File: config.mk
export PLATFORM = sky130hd
export DESIGN_NAME = spmd_merge
export DESIGN_NICKNAME = d
export VERILOG_FILES = /design/src/rtl/spmd_pkg.sv /design/src/rtl/spmd_merge.sv
export SDC_FILE = /design/constraint.sdc
export NUM_CORES = 1
export LEC_CHECK = 0
export ABC_AREA = 1
export ABC_CLOCK_PERIOD_IN_PS = 2700
export BUFFER_PORTS_ARGS = -buffer_cell sky130_fd_sc_hd__buf_2
export CAP_MARGIN = 10
export CELL_PAD_IN_SITES_DETAIL_PLACEMENT = 0
export CELL_PAD_IN_SITES_GLOBAL_PLACEMENT = 1
export CORE_MARGIN = 2
export CORE_UTILIZATION = 40
export CTS_CLUSTER_DIAMETER = 120
export DETAILED_ROUTE_END_ITERATION = 12
export GPL_ROUTABILITY_DRIVEN = 0
export PLACE_DENSITY_LB_ADDON = 0.3
export SLEW_MARGIN = 0
export SYNTH_ARGS = -nofsm -noshare
export SYNTH_HDL_FRONTEND = slang
export SYNTH_SLANG_ARGS = --single-unit
File: constraint.sdc
create_clock -name clock -period 2.7 [get_ports clock]
set_clock_uncertainty 0.1 [all_clocks]
set_input_delay 0.54 -clock clock [delete_from_list [all_inputs] [get_ports clock]]
set_output_delay 0.54 -clock clock [all_outputs]
set_load 0.05 [all_outputs]
File: src/rtl/spmd_pkg.sv
// spmd_pkg: shared constants for the segment pair distance block
// no dependencies; used by spmd_merge and the top level
package spmd_pkg;

   // one lane per endpoint-to-segment query
   localparam int NUM_LANES = 4;

   // lane roles, by index into the lane array
   localparam int LANE_A1_TO_B = 0;
   localparam int LANE_A2_TO_B = 1;
   localparam int LANE_B1_TO_A = 2;
   localparam int LANE_B2_TO_A = 3;

endpackage

File: src/rtl/spmd_merge.sv
// spmd_merge: registered two-level minimum over the lane distances
// depends on spmd_pkg for the lane count and roles
module spmd_merge #(
   parameter int DIST_BITS = 33
) (
   input  logic                 clock,
   input  logic                 en,
   input  logic [DIST_BITS-1:0] lane_dist [spmd_pkg::NUM_LANES],
   output logic [DIST_BITS-1:0] best
);

   logic [DIST_BITS-1:0] pair_a_ff, pair_b_ff, best_ff;
   logic [DIST_BITS-1:0] a1, a2, b1, b2;

   always_comb begin
      a1 = lane_dist[spmd_pkg::LANE_A1_TO_B];
      a2 = lane_dist[spmd_pkg::LANE_A2_TO_B];
      b1 = lane_dist[spmd_pkg::LANE_B1_TO_A];
      b2 = lane_dist[spmd_pkg::LANE_B2_TO_A];
   end

   // first level: pairwise minimum
   always_ff @(posedge clock) begin
      if (en) begin
         pair_a_ff <= (a2 < a1) ? a2 : a1;
         pair_b_ff <= (b2 < b1) ? b2 : b1;
      end
   end

   // second level: overall minimum, drives the result word
   always_ff @(posedge clock) begin
      if (en) begin
         best_ff <= (pair_b_ff < pair_a_ff) ? pair_b_ff : pair_a_ff;
      end
   end
   assign best = best_ff;

endmodule

==> Implementation_results.wiki <==
{| class="wikitable"
! Metric !! Value
|-
| Most frequent standard cell in the layout excluding fill and tap cells || nand2_1
|-
| CP dominant cell by count || nand2_1
|-
| Fillcell total || approximately 1800
|-
| Highest ir drop seen on vdd || 297.4 uV
|-
| Root Driver || clkbuf_16
|-
| TritonCTS buffer count || 9
|-
| Core box area || 0.01784 mm^2
|-
| Total power of the final layout || about 5200 uW
|-
| Number of detailed-route iterations in the first pass || 4
|-
| WL/cell || approximately 14 um
|-
| WS Path Type || in2reg
|-
| Post-Synthesis Mean Instance Area || about 8.0 um^2
|-
| Post-synthesis cell count || ~910
|-
| TritonCTS sink count || between 90 and 100
|-
| YS warnings || 0
|-
| Reg-to-reg setup timing slack || slightly below 300 ps
|-
| Share of post-route cells with drive strength above 1 || approximately 19%
|-
| Minimum setup slack after placement || -264.9 ps
|-
| Hold violation count in the final report || 0
|-
| Number of global-route vias before repair || between 5000 and 6000
|-
| Cell count of the worst reg-to-reg path || 8
|-
| Wire length reported by the detailed router || approximately 18000 um
|-
| Number of setup violations in the final report || 0
|-
| Number of cells in the design after placement || approximately 1300
|-
| Unique masters post-synth || 17
|-
| Post CTS Setup Buffer Count || 1
|-
| Half-perimeter wire length after detailed placement || between 10000 and 15000 um
|-
| Arr. time, crit path || between 2000 and 2500 ps
|-
| Area of all sequential standard cells || a little under 0.003 mm^2
|-
| Antenna violation net count after detailed routing || 0
|-
| Transition time at the pin with the least slew margin || between 800 and 900 ps
|-
| R2R Path Start || pair_a_ff[24]
|-
| TritonCTS clock tree || yes
|-
| Flip-flop and latch count after synthesis || a little under 100
|-
| Number of vias per cell after detailed routing || ~4.7
|-
| Number of non-filler instances in the completed layout || between 1000 and 1500
|-
| Final design instance area without fill || between 0.008 and 0.009 mm^2
|-
| Worst-path cell with the longest stage delay || nor2_4
|-
| Initial antenna violation count || 1
|-
| Total leakage power || approximately 0.0047 uW
|-
| Hold-critical path depth || 3
|-
| Register area share after synthesis || roughly two fifths
|-
| Max-slew violation count || 0
|-
| Total number of placement rows || 49
|-
| Highest-count cells in the layout ignoring fill and taps || nand2_1 (353), buf_2 (165), inv_1 (141)
|-
| PwrDens || between 600 and 700 mW/mm^2
|-
| Portion of the clock cycle consumed by the worst path in the final layout || about 92%
|-
| Core utilization of the finished layout || 48.24%
|-
| Kind of end point of the critical path || register
|-
| Worst min-delay path class || in2reg
|-
| Worst-path cell chain || buf_2 > inv_1 > ha_1 > nand2_1 > nor2_1 > nand3_1 > nor2_1 > buf_4 > nand2_1 > nand2_2 > nor2_4 > nand2_4 > nand2_1 > nand2_1
|-
| Die height || approximately 140 um
|-
| Synth Cell Area || approximately 0.0072 mm^2
|-
| Global router's overall resource usage || 19.63%
|-
| Nets || approximately 1300
|-
| Crit path largest cell delay || approximately 320 ps
|-
| Number of vias after detailed routing || ~6100
|-
| Initial Util || roughly 40%
|-
| Endpoint of the worst-slack reg-to-reg timing path || best[4]
|-
| Number of max-cap violations || 0
|-
| Largest net degree at the start of global routing || 40
|-
| Worst Hold Launch || lane_dist[33]
|-
| Type of origin of the critical path || input port
|-
| CP Max Fanout || 33
|-
| Post-layout min period || between 2000 and 2500 ps
|-
| Area of the multi-input gates || around 0.0035 mm^2
|-
| Cts-stage hold buffer count || 0
|-
| Nets in the synthesized netlist || 1136
|-
| Maximum buffer depth of the clock tree || 2
|-
| Register clock-pin slew on the reported worst setup and hold paths || around 70 ps
|-
| Area Overhead vs Synth || 19.41%
|-
| Worst min-delay path endpoint || pair_b_ff[0]
|-
| Level count of the clock H-tree || 3
|-
| Outcome || completed
|-
| Area enclosed by the die boundary || between 0.015 and 0.02 mm^2
|-
| Residual DRC || 0
|-
| Data required, critical path || between 2000 and 3000 ps
|-
| Sum of overflow across all layers after global routing || 0
|-
| Setup repair after global routing missed its margin || false
|-
| Width of the die || between 100 and 150 um
|-
| I/O pin cnt || 167
|-
| CTS-repair resized insts || 0
|-
| Remaining max-slew budget at the tightest pin || between 40% and 50%
|-
| Area after detailed placement || 0.008272 mm^2
|-
| Slack of the critical path || 227.8 ps
|-
| Port bufs || about 170
|-
| Maximum operating frequency || just over 400 MHz
|-
| Clock latency of the later-clocked register in the worst-skew pair || 360 ps
|-
| First-pass GRT wire length || 29630 um
|-
| DR iter-0 viols || roughly 420
|}
Yosys cell counts:
cell / count / area (um^2)
a21o_1: 6 / 45.04
a21oi_1: 31 / 155.2
a21oi_2: 2 / 17.52
buf_2: 16 / 80.08
buf_4: 2 / 15.01
buf_6: 8 / 90.09
clkbuf_4: 1 / 7.510
edfxtp_1: 99 / 2973
ha_1: 96 / 1201
inv_1: 141 / 529.3
nand2_1: 353 / 1325
nand2_2: 4 / 25.02
nand2_4: 3 / 33.78
nand3_1: 105 / 525.5
nor2_1: 32 / 120.1
nor2_2: 3 / 18.77
nor2_4: 4 / 45.04
how the worst max path moves through the flow:
stage                         from             to  slack [ps]  cells after the start
finish              lane_dist[103]  pair_a_ff[30]         230                     14
global placement     pair_a_ff[24]       best[25]        -240                      9
floorplan           lane_dist[131]  pair_a_ff[10]         620                     13
detailed placement   pair_a_ff[20]        best[1]        -260                     12
global route        lane_dist[107]  pair_a_ff[32]          40                     14
CTS                 lane_dist[103]  pair_a_ff[30]         250                     14
area by class of cell:
type,instances,share of cell area (%)
Tap cell,229,3.329
Timing Repair Buffer,177,11.37
Antenna cell,1,0.02908
Clock buffer,9,2.617
Inverter,141,6.150
Sequential cell,99,34.54
Clock inverter,7,1.076
Multi-Input combinational cell,640,40.88
power breakdown:
part           internal [uW]  leakage [uW]  switching (uW)  total (uW)
combinational            533       0.00363            1120        1650
clock                    809      0.000149             590        1400
sequential              2000      0.000971             112        2110
total                   3340       0.00475            1820        5160
sequential cells by signal (all words and copies together), names as in the netlist:
register and cells:
best 33, pair_a_ff 33, pair_b_ff 33
logic make-up after synthesis:
group / share of synthesized area [%]
compound gates: 3.021
flops: 41.25
simple gates: 29.05
buf+inv: 10.02
fa+ha+maj: 16.67
routing by layer:
metal | global-route usage (%) | vias to the layer above | share of wire [%]
met5 | 0 | - | 0
met4 | 5.961 | 0 | 1.6
met3 | 3.776 | 16 | 5.6
met2 | 33.27 | 137 | 48
met1 | 25.55 | 2724 | 44
li1 | - | 3234 | -
critical path, delay by kind of cell:
family / cells / cell delay [ps]
adders and majority gates: 1 / 280
and+or+nand+nor: 10 / 1360
buffers and inverters: 3 / 270
per-stage QoR:
| stage | setup TNS, ps | hold WS (ps) |
|---|---|---|
| after floorplan | 0 | 412.7 |
| after global placement | -11330 | 417.5 |
| after detailed placement | -12260 | 423.2 |
| after CTS | 0 | 351.1 |
| after global routing | 0 | 364.9 |
| final | 0 | 358.7 |
Note: power is estimated with default switching activity, not from simulation.
